### config.mk
export PLATFORM = sky130hd
export DESIGN_NAME = i2c_master_bit_engine_unit
export DESIGN_NICKNAME = d
export VERILOG_FILES = /design/src/rtl/i2cme_pkg.sv /design/src/rtl/i2cme_seq.sv /design/src/rtl/i2c_master_bit_engine_unit.sv
export SDC_FILE = /design/constraint.sdc
export NUM_CORES = 1
export LEC_CHECK = 0
export BUFFER_PORTS_ARGS = -buffer_cell sky130_fd_sc_hd__buf_2
export CORE_MARGIN = 1
export CORE_UTILIZATION = 30
export CTS_CLUSTER_DIAMETER = 40
export DETAILED_ROUTE_END_ITERATION = 10
export HOLD_SLACK_MARGIN = 0.12
export PLACE_DENSITY = 0.51
export SYNTH_ARGS = -nofsm -noshare
export SYNTH_HDL_FRONTEND = slang
export SYNTH_SLANG_ARGS = --single-unit
### constraint.sdc
create_clock -name i_clk -period 3.4 [get_ports i_clk]
set_input_delay 0.34 -clock i_clk [delete_from_list [all_inputs] [get_ports i_clk]]
set_output_delay 0.34 -clock i_clk [all_outputs]
set_load 0.05 [all_outputs]
### src/rtl/i2cme_pkg.sv
// ---------------------------------------------------------------------------
// i2cme_pkg
// types and constants of the i2c master bit engine
// ---------------------------------------------------------------------------
`default_nettype none

package i2cme_pkg;

    // command codes
    typedef logic [2:0] t_cmd;
    localparam t_cmd CMD_NONE  = 3'd0;
    localparam t_cmd CMD_START = 3'd1;
    localparam t_cmd CMD_WRITE = 3'd2;
    localparam t_cmd CMD_READ  = 3'd3;
    localparam t_cmd CMD_STOP  = 3'd4;

    // configuration register indexes
    typedef logic [0:0] t_cfg_idx;
    localparam t_cfg_idx CFG_DELAY_TICKS    = 1'b0;
    localparam t_cfg_idx CFG_ACK_POLL_LIMIT = 1'b1;

    localparam int unsigned W_CFG_DATA = 16;
    localparam logic [15:0] DELAY_TICKS_RST    = 16'd2;
    localparam logic [7:0]  ACK_POLL_LIMIT_RST = 8'd250;

    localparam int unsigned W_S_TDATA = 16;
    localparam int unsigned W_M_TDATA = 16;

    // one tick item, last field in the lowest bits
    typedef struct packed {
        logic       sda_in;
        logic       send_ack;
        logic [7:0] tx_byte;
        t_cmd       command;
    } t_item;

    // one result item, last field in the lowest bits
    typedef struct packed {
        logic       nack;
        logic [7:0] rx_byte;
        logic       done_res;
        logic       busy_res;
        logic       sda_out;
        logic       scl_out;
    } t_result;

endpackage

`default_nettype wire

### src/rtl/i2cme_seq.sv
// ---------------------------------------------------------------------------
// i2cme_seq
// bus sequencer: advances one tick per accepted item and forms its result
// ---------------------------------------------------------------------------
`default_nettype none

module i2cme_seq (
    input  wire                       i_clk,
    input  wire                       i_rst_n,
    input  wire                       i_en,
    input  wire i2cme_pkg::t_item     i_item,
    input  wire                       i_cfg_we,
    input  wire i2cme_pkg::t_cfg_idx  i_cfg_idx,
    input  wire [i2cme_pkg::W_CFG_DATA-1:0] i_cfg_wdata,
    output i2cme_pkg::t_result        o_res
);

    typedef enum logic [3:0] {
        S_IDLE, S_START_SDA, S_START_SCL, S_FINISH,
        S_STOP_SCL, S_STOP_SDA, S_WR_HIGH, S_WR_LOW,
        S_ACK_HIGH, S_POLL, S_RD_SAMPLE, S_RD_HIGH,
        S_AK_SDA, S_AK_HIGH, S_AK_LOW, S_AK_RELEASE
    } t_step;

    t_step       r_step, n_step;
    logic [15:0] r_dcnt, n_dcnt;
    logic [3:0]  r_bits, n_bits;
    logic [7:0]  r_shift, n_shift;
    logic [7:0]  r_poll, n_poll;
    logic        r_scl, n_scl;
    logic        r_sda, n_sda;
    logic        r_ack, n_ack;
    logic        r_nack, n_nack;
    logic [7:0]  r_rx, n_rx;
    logic [15:0] r_delay;
    logic [7:0]  r_limit;

    logic [15:0] w_hold;
    logic [3:0]  w_bits_inc;
    logic [7:0]  w_shift_wr;
    logic [7:0]  w_shift_rd;
    logic        w_done;

    // reload value of the hold counter, a zero delay acts as one
    assign w_hold     = (r_delay == 16'd0) ? 16'd0 : r_delay - 16'd1;
    assign w_bits_inc = r_bits + 4'd1;
    assign w_shift_wr = {r_shift[6:0], 1'b0};
    assign w_shift_rd = {r_shift[6:0], i_item.sda_in};

    // next state for one tick
    always_comb begin
        n_step  = r_step;
        n_dcnt  = r_dcnt;
        n_bits  = r_bits;
        n_shift = r_shift;
        n_poll  = r_poll;
        n_scl   = r_scl;
        n_sda   = r_sda;
        n_ack   = r_ack;
        n_nack  = r_nack;
        n_rx    = r_rx;
        w_done  = 1'b0;
        if (r_step == S_IDLE) begin
            unique case (i_item.command)
                i2cme_pkg::CMD_START: begin
                    n_sda  = 1'b1;
                    n_scl  = 1'b1;
                    n_dcnt = w_hold;
                    n_step = S_START_SDA;
                end
                i2cme_pkg::CMD_WRITE: begin
                    n_shift = i_item.tx_byte;
                    n_bits  = 4'd0;
                    n_nack  = 1'b0;
                    n_sda   = i_item.tx_byte[7];
                    n_dcnt  = w_hold;
                    n_step  = S_WR_HIGH;
                end
                i2cme_pkg::CMD_READ: begin
                    n_shift = 8'd0;
                    n_bits  = 4'd0;
                    n_ack   = i_item.send_ack;
                    n_sda   = 1'b1;
                    n_scl   = 1'b1;
                    n_dcnt  = w_hold;
                    n_step  = S_RD_SAMPLE;
                end
                i2cme_pkg::CMD_STOP: begin
                    n_sda  = 1'b0;
                    n_dcnt = w_hold;
                    n_step = S_STOP_SCL;
                end
                default: begin
                end
            endcase
        end else if (r_dcnt != 16'd0) begin
            n_dcnt = r_dcnt - 16'd1;
        end else begin
            n_dcnt = w_hold;
            unique case (r_step)
                S_START_SDA: begin
                    n_sda  = 1'b0;
                    n_step = S_START_SCL;
                end
                S_START_SCL: begin
                    n_scl  = 1'b0;
                    n_step = S_FINISH;
                end
                S_STOP_SCL: begin
                    n_scl  = 1'b1;
                    n_step = S_STOP_SDA;
                end
                S_STOP_SDA: begin
                    n_sda  = 1'b1;
                    n_step = S_FINISH;
                end
                S_WR_HIGH: begin
                    n_scl  = 1'b1;
                    n_step = S_WR_LOW;
                end
                S_WR_LOW: begin
                    n_scl   = 1'b0;
                    n_shift = w_shift_wr;
                    n_bits  = w_bits_inc;
                    if (w_bits_inc < 4'd8) begin
                        n_sda  = w_shift_wr[7];
                        n_step = S_WR_HIGH;
                    end else begin
                        n_sda  = 1'b1;
                        n_step = S_ACK_HIGH;
                    end
                end
                S_ACK_HIGH: begin
                    n_scl  = 1'b1;
                    n_poll = 8'd0;
                    n_step = S_POLL;
                end
                S_POLL: begin
                    // low sda is the ack; give up once the poll limit is used up
                    if (!i_item.sda_in) begin
                        n_scl  = 1'b0;
                        n_step = S_FINISH;
                    end else if (r_poll >= r_limit) begin
                        n_nack = 1'b1;
                        n_scl  = 1'b0;
                        n_step = S_FINISH;
                    end else begin
                        n_poll = r_poll + 8'd1;
                        n_step = S_POLL;
                    end
                end
                S_RD_SAMPLE: begin
                    n_shift = w_shift_rd;
                    n_scl   = 1'b0;
                    n_bits  = w_bits_inc;
                    if (w_bits_inc >= 4'd8) begin
                        n_rx   = w_shift_rd;
                        n_step = S_AK_SDA;
                    end else begin
                        n_step = S_RD_HIGH;
                    end
                end
                S_RD_HIGH: begin
                    n_scl  = 1'b1;
                    n_step = S_RD_SAMPLE;
                end
                S_AK_SDA: begin
                    n_sda  = !r_ack;
                    n_step = S_AK_HIGH;
                end
                S_AK_HIGH: begin
                    n_scl  = 1'b1;
                    n_step = S_AK_LOW;
                end
                S_AK_LOW: begin
                    n_scl  = 1'b0;
                    n_step = r_ack ? S_AK_RELEASE : S_FINISH;
                end
                S_AK_RELEASE: begin
                    n_sda  = 1'b1;
                    n_step = S_FINISH;
                end
                S_FINISH, S_IDLE: begin
                    // completion tick
                    n_step = S_IDLE;
                    n_dcnt = 16'd0;
                    w_done = 1'b1;
                end
            endcase
        end
    end

    // result of this tick
    always_comb begin
        o_res          = '0;
        o_res.scl_out  = n_scl;
        o_res.sda_out  = n_sda;
        o_res.busy_res = (n_step != S_IDLE);
        o_res.done_res = w_done;
        o_res.rx_byte  = n_rx;
        o_res.nack     = n_nack;
    end

    // state and configuration registers
    always_ff @(posedge i_clk) begin
        if (!i_rst_n) begin
            r_step  <= S_IDLE;
            r_dcnt  <= 16'd0;
            r_bits  <= 4'd0;
            r_shift <= 8'd0;
            r_poll  <= 8'd0;
            r_scl   <= 1'b1;
            r_sda   <= 1'b1;
            r_ack   <= 1'b0;
            r_nack  <= 1'b0;
            r_rx    <= 8'd0;
            r_delay <= i2cme_pkg::DELAY_TICKS_RST;
            r_limit <= i2cme_pkg::ACK_POLL_LIMIT_RST;
        end else begin
            if (i_en) begin
                r_step  <= n_step;
                r_dcnt  <= n_dcnt;
                r_bits  <= n_bits;
                r_shift <= n_shift;
                r_poll  <= n_poll;
                r_scl   <= n_scl;
                r_sda   <= n_sda;
                r_ack   <= n_ack;
                r_nack  <= n_nack;
                r_rx    <= n_rx;
            end
            if (i_cfg_we) begin
                unique case (i_cfg_idx)
                    i2cme_pkg::CFG_DELAY_TICKS:    r_delay <= i_cfg_wdata;
                    i2cme_pkg::CFG_ACK_POLL_LIMIT: r_limit <= i_cfg_wdata[7:0];
                endcase
            end
        end
    end

endmodule

`default_nettype wire

### src/rtl/i2c_master_bit_engine_unit.sv
// ---------------------------------------------------------------------------
// i2c_master_bit_engine_unit
// i2c master that drives scl and sda, one base tick per input transaction
// ---------------------------------------------------------------------------
// Usage:
//   Each input transaction on the s_ side is one base tick: an optional
//   command (start, write byte, read byte, stop), its byte and ack choice,
//   and the sampled sda level. Commands are taken only when the engine is
//   idle. Each tick yields exactly one output transaction on the m_ side
//   with the scl/sda levels to drive, busy and done flags, the last read
//   byte and the nack flag of the last write.
//   Results are registered; one tick is accepted per cycle while o_s_tready
//   is high, set by the single-pass sequencer update between registers.
//   The user writes configuration (hold ticks per pin change, ack poll limit)
//   through i_cfg_we/i_cfg_idx/i_cfg_wdata while no tick is in flight; the
//   engine does not enforce this. Reset returns the engine to idle with both
//   lines released, hold 2 ticks, poll limit 250 and the output side empty.
//   When the receiver stalls, one more result is held in a skid stage;
//   after that o_s_tready drops until the receiver takes a result.
// ---------------------------------------------------------------------------
`default_nettype none

module i2c_master_bit_engine_unit (
    input  wire                                i_clk,
    input  wire                                i_rst_n,
    // stream in: command[2:0], tx_byte[10:3], send_ack[11], sda_in[12]
    input  wire                                i_s_tvalid,
    output logic                               o_s_tready,
    input  wire [i2cme_pkg::W_S_TDATA-1:0]     i_s_tdata,
    // stream out: scl_out[0], sda_out[1], busy_res[2], done_res[3],
    // rx_byte[11:4], nack[12]
    output logic                               o_m_tvalid,
    input  wire                                i_m_tready,
    output logic [i2cme_pkg::W_M_TDATA-1:0]    o_m_tdata,
    // configuration writes
    input  wire                                i_cfg_we,
    input  wire i2cme_pkg::t_cfg_idx           i_cfg_idx,
    input  wire [i2cme_pkg::W_CFG_DATA-1:0]    i_cfg_wdata
);

    localparam int unsigned PAD = i2cme_pkg::W_M_TDATA - $bits(i2cme_pkg::t_result);

    i2cme_pkg::t_item   w_item;
    i2cme_pkg::t_result w_res;
    i2cme_pkg::t_result r_main, r_skid;
    logic               r_main_valid, r_skid_valid;
    logic               w_accept, w_take;

    assign w_item   = i2cme_pkg::t_item'(i_s_tdata[$bits(i2cme_pkg::t_item)-1:0]);
    assign w_accept = i_s_tvalid && o_s_tready;
    assign w_take   = r_main_valid && i_m_tready;

    i2cme_seq u_seq (
        .i_clk       (i_clk),
        .i_rst_n     (i_rst_n),
        .i_en        (w_accept),
        .i_item      (w_item),
        .i_cfg_we    (i_cfg_we),
        .i_cfg_idx   (i_cfg_idx),
        .i_cfg_wdata (i_cfg_wdata),
        .o_res       (w_res)
    );

    // output register with skid stage
    always_ff @(posedge i_clk) begin
        if (!i_rst_n) begin
            r_main_valid <= 1'b0;
            r_skid_valid <= 1'b0;
        end else if (!r_main_valid || w_take) begin
            if (r_skid_valid) begin
                r_main       <= r_skid;
                r_main_valid <= 1'b1;
                r_skid_valid <= 1'b0;
            end else begin
                r_main       <= w_res;
                r_main_valid <= w_accept;
            end
        end else if (w_accept) begin
            r_skid       <= w_res;
            r_skid_valid <= 1'b1;
        end
    end

    assign o_s_tready = !r_skid_valid;
    assign o_m_tvalid = r_main_valid;
    assign o_m_tdata  = {{PAD{1'b0}}, r_main};

endmodule

`default_nettype wire

== After elaboration in Yosys (flattened, before gate mapping) ==
Index checks and enable logic that the tools add are counted.
Widths: inputs -> output; s select.

* Add/sub/neg operators: 4
* Magnitude comparators: 3
* Eq/ne operators: 25
* Mux-type cells: 51
* Bitwise logic cells: 5
* Reductions and logical operators: 32

{| class="wikitable"
|+ Operators with widths
! operator !! number
|-
| $mux 16 || 5
|-
| $pmux 4 s13 || 1
|-
| $mux 8 || 6
|-
| $mux 4 || 10
|-
| $eq 4x4->1 const B || 8
|-
| $sub 16x1->16 const B || 2
|-
| $pmux 7 s2 || 2
|-
| $mux 1 || 18
|-
| $eq 4x3->1 const B || 4
|-
| $logic_not 16->1 || 1
|-
| $pmux 4 s4 || 1
|-
| $pmux 8 s2 || 1
|-
| $reduce_bool 16->1 || 1
|-
| $mux 7 || 2
|-
| $mux 13 || 1
|-
| $reduce_or 2->1 || 6
|-
| $add 8x1->8 const B || 1
|-
| $eq 4x2->1 const B || 2
|-
| $ge 8x8->1 || 1
|-
| $ne 2x2->1 const B || 4
|-
| $reduce_and 2->1 || 4
|-
| $reduce_and 4->1 || 2
|-
| $reduce_or 4->1 || 2
|-
| $eq 3x2->1 const B || 2
|-
| 23 further kinds || 33
|}

* Register bits: 103
* Input port bits: 38
* Output and inout port bits: 18
* Word-level logic and storage cells: 146

== Longest topological paths before layout ==
Gate-level depths: netlist of run 1.

* Word-level depth: 8
* Depth in mapped cells: 10

== By module ==
Synthesis of run 1 repeated with hierarchy kept, for this count alone.

* Cells, all modules: 645
* Area, all modules: 5,654.2 um^2

{| class="wikitable"
|+ By module, submodules not included
! module !! times used !! cells an instance !! area an instance (um^2) !! sequential area each (um^2)
|-
| i2cme_seq || 1 || 589 || 4,551.9 || 1,501.4
|-
| i2c_master_bit_engine_unit || 1 || 56 || 1,102.3 || 820.8
|}

== Least setup slack after synthesis of run 1 ==
No wires, ideal clock.

* Kind: register to register
* Start point: register u_seq.r_poll[0]
* End point: register r_main (netlist bit o_m_tdata[2]), data pin
* Library setup time: 0.273 ns
* Arrival time: 2.115 ns
* Setup slack: 1.012 ns
* Cell stages (with the launch flop): 9
* Path buffers: 0
* Period minus slack after synthesis: 2.388 ns
* Cell sequence: dfxtp_1 -> inv_1 -> ha_1 -> nand2b_1 -> a2111oi_0 -> o211ai_1 -> and3_1 -> a31oi_1 -> a32oi_1

* Word-level cells in the longest chain between the ends: 8

{| class="wikitable"
|+ Ends and longest elaborated chain
! what !! line !! RTL
|-
| from (decl) || i2cme_seq.sv:29 || <nowiki>logic [7:0] r_poll, n_poll;</nowiki>
|-
| from (signal assigned) || i2cme_seq.sv:225 || <nowiki>r_poll <= n_poll;</nowiki>
|-
| $ge 8x8->1 || i2cme_seq.sv:143 || <nowiki>end else if (r_poll >= r_limit) begin</nowiki>
|-
| $mux 4 || i2cme_seq.sv:143 ||
|-
| $mux 4 || i2cme_seq.sv:140 || <nowiki>if (!i_item.sda_in) begin</nowiki>
|-
| $pmux 4 s13 || i2cme_seq.sv:100 || <nowiki>unique case (r_step)</nowiki>
|-
| $mux 4 || i2cme_seq.sv:96 || <nowiki>end else if (r_dcnt != 16'd0) begin</nowiki>
|-
| $mux 4 || i2cme_seq.sv:63 || <nowiki>if (r_step == S_IDLE) begin</nowiki>
|-
| $reduce_bool 4->1 || i2cme_seq.sv:198 || <nowiki>o_res.busy_res = (n_step != S_IDLE);</nowiki>
|-
| $mux 13 || i2c_master_bit_engine_unit.sv:70 || <nowiki>if (r_skid_valid) begin</nowiki>
|-
| to (signal assigned) || i2c_master_bit_engine_unit.sv:71 || <nowiki>r_main <= r_skid;</nowiki>
|-
| to (signal assigned) || i2c_master_bit_engine_unit.sv:75 || <nowiki>r_main <= w_res;</nowiki>
|-
| to (decl) || i2c_master_bit_engine_unit.sv:45 || <nowiki>i2cme_pkg::t_result r_main, r_skid;</nowiki>
|}

No other way between the ends.
A chain may end at the register's enable or synchronous reset.

== Worst setup path after layout of run 1 ==
* Start point: register u_seq.r_step[0]
* End point: register u_seq.r_shift[3]

* Word-level cells in the longest chain between the ends: 3
* Elaborated cells on any way between the ends: 8
* Classes of those cells: 4 x eq/ne; 1 x mux; 3 x reduce/logical

{| class="wikitable"
|+ Ends and longest elaborated chain
! what !! line !! RTL
|-
| from (decl) || i2cme_seq.sv:25 || <nowiki>t_step r_step, n_step;</nowiki>
|-
| from (signal assigned) || i2cme_seq.sv:221 || <nowiki>r_step <= n_step;</nowiki>
|-
| $eq 4x3->1 (tied with other cells) || i2cme_seq.sv:100 ||
|-
| $reduce_bool 3->1 (no line) (tied with other cells) || - ||
|-
| $reduce_and 4->1 (no line) || - ||
|-
| to (signal assigned) || i2cme_seq.sv:224 || <nowiki>r_shift <= n_shift;</nowiki>
|-
| to (decl) || i2cme_seq.sv:28 || <nowiki>logic [7:0] r_shift, n_shift;</nowiki>
|}

Parallel ways exist; a longest one is shown, timed or not.

==> out/metrics.cfg, run 1 <==
[outcome]
status=complete, no violations

[synth]
ys_seq_area_share_pct=39.84
syn_area_per_cell_um2=8.927
ys_async_sr_fraction_pct=0
synth_flop_cell=dfxtp_1
synth_edf_count=26
yosysTopAreaCellShare_pct=26.44
synth_area_leaders=dfxtp_1 (26%), edfxtp_1 (13%), nand2_1 (5.2%)
yosysWarnings=0
synth.most_common_cell=nand2_1
netlist_area_um2=5829
synthCells=653
yosysUniqueCellTypes=81
synth-seq-cells=103
synth_top_area_cell=dfxtp_1
synthTopCellsByCount=nand2_1 (80), dfxtp_1 (77), nor2_1 (50)

[final_layout]
area_growth_pct=13.67
diodes=0
drive_gt1_share_pct=16.45
n_fill_cell=1990
seq_area_um2=2322
multiInputGateArea_um2=3261
nets=739

[floorplanning]
die_y_um=141.4
die-area_um2=19990
row_count=50
die_x_um=141.4
initial_core_util_pct=30.85
ios=56
core_area_um2=18890

[pwr]
leakagePower_nw=2.449
peakVddDrop_v=0.0004253
power_density_nw_per_um2=703.5
power_mw=4.662

[hold_path]
hp-class=primary input to register

[global_route]
track_usage_pct=15.56
grt_pass1_vias=4861
antenna_found_initial=0
grt_max_degree=75
grt_pass1_wl_um=24680
grt_overflow_total=0

[critical_path]
crit_fanout=20
cp_cell_sequence=inv_1, o2bb2a_1, o21ai_0, nand3_1, a221oi_1, nor3b_1
crit_path_end_kind=register
slowest_delay_ps=790
cp.arrival_ps=3000
cp_slowest_cell=dfxtp_1
start_kind=register
critPathKind=register to register
crit_required_ps=3630

[cts]
cts_max_path_buffers=2
cts_resized=0
clk_pin_slew_worst_paths_ps=70
clk_latency_ps=350
numClockSinks=103
post-cts-setup-buffer-count=0
cts_tree=yes
cts_inserted_buffers=9
cts_root_buf=clkbuf_16
ctsHoldBuffers=0
h-tree-depth=3

[timing]
finalClockSkew_ps=8.227
rsz0062_at_grt=no
finalCriticalPeriod_ps=2768
report.final.setup_viol=0
worst_pin_slew_ps=1197
period_share_pct=81.40
max_freq_ghz=0.3613
hold_viol_final=0
slew_headroom_pct=20.04
finalMaxSlewViolations=0
finalSetupTns_ps=0

[job]
drv_cap=0

[detailed_routing]
post_drt_via_cell_ratio=5.199
vias=4955
routed-wl-met2_um=6812
wl_met1_um=7228
detail_route.first_pass.iterations=4
dr_wl_met3_um=817
drtIter0Drc=324
wl_per_cell_um=15.77
wirelength_um=15030
top_layer_used=met4
post-route-drc-count=0
ant_nets=0

[place]
portBuffers=49
dpl.hpwl_um=10830
place_congestion=0.8741

layout by cell type, fill, tap and decap left out, types with 16 or more instances in the layout:
| cell | instances |
|---|---|
| a21boi_0 | 18 |
| a21oi_1 | 22 |
| buf_2 | 49 |
| dfxtp_1 | 77 |
| edfxtp_1 | 26 |
| inv_1 | 22 |
| mux2_2 | 18 |
| nand2_1 | 80 |
| nand3_1 | 24 |
| nor2_1 | 50 |
| nor2b_1 | 20 |
| o21ai_0 | 32 |
| xnor2_1 | 16 |
logic make-up after synthesis:
group	synth area share [%]
AO/OA/AOI/OAI	19.77
XOR/XNOR	3.756
adder cells (fa/ha/maj)	2.790
buffers and inverters	4.357
flip-flops	39.84
multiplexers	5.559
other	0.06433
AND/OR/NAND/NOR	23.87
through the flow:
stage | instances | hold slack [ps] | instance area (µm²) | setup WS [ps] | util, %
finish | 953 | 235.7 | 6626 | 632.5 | 35.07
global route | 953 | 245.0 | 6626 | 380.2 | 35.07
CTS | 953 | 228.6 | 6626 | 662.3 | 35.07
detailed placement | 937 | 464.0 | 6330 | 680.8 | 33.50
global placement | 937 | 465.1 | 6330 | 686.0 | 33.50
floorplan | 655 | 443.5 | 5837 | 1012 | -
registers in the layout (all words and copies together), names as in the netlist:
register and flops:
r_skid_valid 1, u_seq.r_dcnt 16, u_seq.r_step 4, u_seq.r_nack 1, u_seq.r_sda 1, o_m_tdata 13
u_seq.r_rx 8, u_seq.r_shift 7, u_seq.r_limit 8, o_m_tvalid 1, r_skid 13, u_seq.r_delay 16
u_seq.r_scl 1, u_seq.r_bits 4, u_seq.r_ack 1, u_seq.r_poll 8
final timing paths:
check / start / endpoint / slack [ps] / depth (start not counted)
worst max-delay path: u_seq.r_step[0] / u_seq.r_shift[3] / 630 / 6
worst min-delay path: i_cfg_wdata[14] / u_seq.r_delay[14] / 240 / 3
worst max register to register: u_seq.r_step[0] / u_seq.r_shift[3] / 630 / 6
worst min register to register: u_seq.r_limit[2] / u_seq.r_limit[2] / 470 / 2
worst max-delay path: cells and delay by family, from the launching register on:
family,cells,cell delay [ps]
AOI/OAI and AO/OA,3,1090
buffers and inverters,1,260
DFF,1,790
and+or+nand+nor,2,500
report_power, final:
part | internal, mW | total (mW) | switching, mW
sequential | 1.40 | 1.62 | 0.217
combinational | 0.737 | 1.99 | 1.25
clock | 0.576 | 1.05 | 0.479
total | 2.72 | 4.66 | 1.94
final cells by class:
cell class / count / area share (%)
repair buffers: 61 / 5.060
flip-flops and latches: 103 / 35.05
multi-input cells: 490 / 49.21
clock buffers: 10 / 3.455
clock inverters: 6 / 1.020
inverters: 23 / 1.303
well taps: 260 / 4.909
layer usage:
metal,up-vias,track usage (%)
li1,2452,-
met1,2339,20.70
met2,149,25.40
met3,15,3.105
met4,0,4.697
met5,-,0
No activity file was read; power rests on OpenSTA's default activity.
==> run 2: changes to the inputs <==
Clock period 3.4 ns to 2.8 ns, I/O delays scaled along.
==> out/metrics.cfg, run 2 (synthesis results as in run 1) <==
[timing]
period_share_pct=92.95
hold_viol_final=0
finalCriticalPeriod_ps=2603
finalSetupTns_ps=0
finalClockSkew_ps=8.686
holdWs_ps=173.1
finalMaxSlewViolations=0
report.final.setup_viol=0
max_freq_ghz=0.3842
worst_pin_slew_ps=658.8
rsz0062_at_grt=no
slew_headroom_pct=56.02

[detailed_routing]
detail_route.first_pass.iterations=5
vias=4954
wl_per_cell_um=15.50
post-route-drc-count=0
post_drt_via_cell_ratio=5.086
drtIter0Drc=350
ant_nets=0
wirelength_um=15100

[critical_path]
slowest_delay_ps=490
worstReg2RegStart=u_seq.r_poll[0]
cp.arrival_ps=2680
crit_fanout=4
startpoint=u_seq.r_poll[0]
critPathKind=register to register
cp_cell_sequence=inv_1, ha_1, nand2b_1, a2111oi_1, o211ai_1, and3_1, a31oi_1, a32oi_1
crit_path_end_kind=register
cp_slowest_cell=a2111oi_1
crit_required_ps=2870
start_kind=register

[final_layout]
nets=760
area_growth_pct=16.78
multiInputGateArea_um2=3266
layout_common_cells=nand2_1 (80), dfxtp_1 (77), nor2_1 (50), buf_2 (49), buf_4 (33)
seq_area_um2=2322
diodes=0
n_fill_cell=1962
final_common_cell=nand2_1
drive_gt1_share_pct=18.91
largestRegisters=u_seq.r_dcnt x16, u_seq.r_delay x16

[floorplanning]
die_y_um=141.4
ios=56
core_area_um2=18890
row_count=50
initial_core_util_pct=30.85
die_x_um=141.4
die-area_um2=19990

[global_route]
antenna_found_initial=0
grt_pass1_vias=4796
grt_max_degree=65
track_usage_pct=15.75
grt_overflow_total=0
grt_pass1_wl_um=24790

[pwr]
p_sw_share_pct=40.67
peakVddDrop_v=0.0003354
power_density_nw_per_um2=870.9
seqPwrFrac_pct=33.0
p_sw_mw=2.412
clock_power_share_pct=22.9
p_comb_share_pct=44.1
cell_internal_pwr_mw=3.518
leakagePower_nw=2.554

[job]
drv_cap=0

[cts]
cts_inserted_buffers=9
cts_root_buf=clkbuf_16
numClockSinks=103
clk_latency_ps=350
clk_pin_slew_worst_paths_ps=70
post-cts-setup-buffer-count=0
cts_tree=yes
h-tree-depth=3
cts_max_path_buffers=2
ctsHoldBuffers=0

[hold_path]
hp-class=primary input to register
min-delay-start=i_cfg_wdata[8]

[place]
dpl.hpwl_um=11200
place_congestion=0.8579
portBuffers=49

[outcome]
status=complete, no violations

## run 2: metrics by stage
step           utilization [%]  instances  cell area, µm²  setup WS (ps)  power [mW]
3_5_place_dp             34.34        958            6487          130.4       4.583
2_1_floorplan                -        655            5837          411.7       3.786
6_report                 36.03        974            6808          197.4       5.929
4_1_cts                  36.01        974            6803          108.5       5.955
5_1_grt                  36.03        974            6808          28.40       6.319
3_3_place_gp             34.34        958            6487          193.7       4.552
## run 2: worst paths after layout
check / to / slack, ps / depth (start not counted)
worst max-delay path: o_m_tdata[2] / 200 / 8
worst min-delay path: u_seq.r_delay[8] / 170 / 3
worst max register to register: o_m_tdata[2] / 200 / 8
worst min register to register: u_seq.r_limit[2] / 480 / 2
## run 2: area by class of cell
class / count / area share [%]
multi-input combinational: 490 / 47.97
sequential: 103 / 34.11
timing repair buffer: 82 / 7.241
tap: 260 / 4.779
clock buffer: 10 / 3.363
clock inverter: 6 / 1.268
inverter: 23 / 1.268
## run 2: power groups by stage
stage	clock, mW	combinational, mW	sequential (mW)
CTS	1.39	2.61	1.95
finish	1.36	2.62	1.96
global placement	0	2.57	1.98
floorplan	0	1.84	1.95
global route	1.46	2.88	1.98
detailed placement	0	2.60	1.99
## run 2: layer usage
metal,up-vias,part of all wire [%],wire length (µm),GRT usage [%]
li1,2485,-,-,-
met1,2297,48,7232,20.63
met2,147,45,6721,25.17
met3,25,5.4,811,3.712
met4,0,2.2,330,5.886
met5,-,0,0,0
## run 2: timing repair
item / 4_1_cts / 5_1_grt
gates resized for setup: 0 / 2
hold endpoints to repair: 0 / 0
setup endpoints to repair: 0 / 5
## run 2: worst max-delay path: cells and delay by family, from the launching register on
kind            cells  cell delay [ps]
compound gates      4             1260
fa+ha+maj           1              260
buf+inv             1               60
flops               1              400
simple gates        2              330
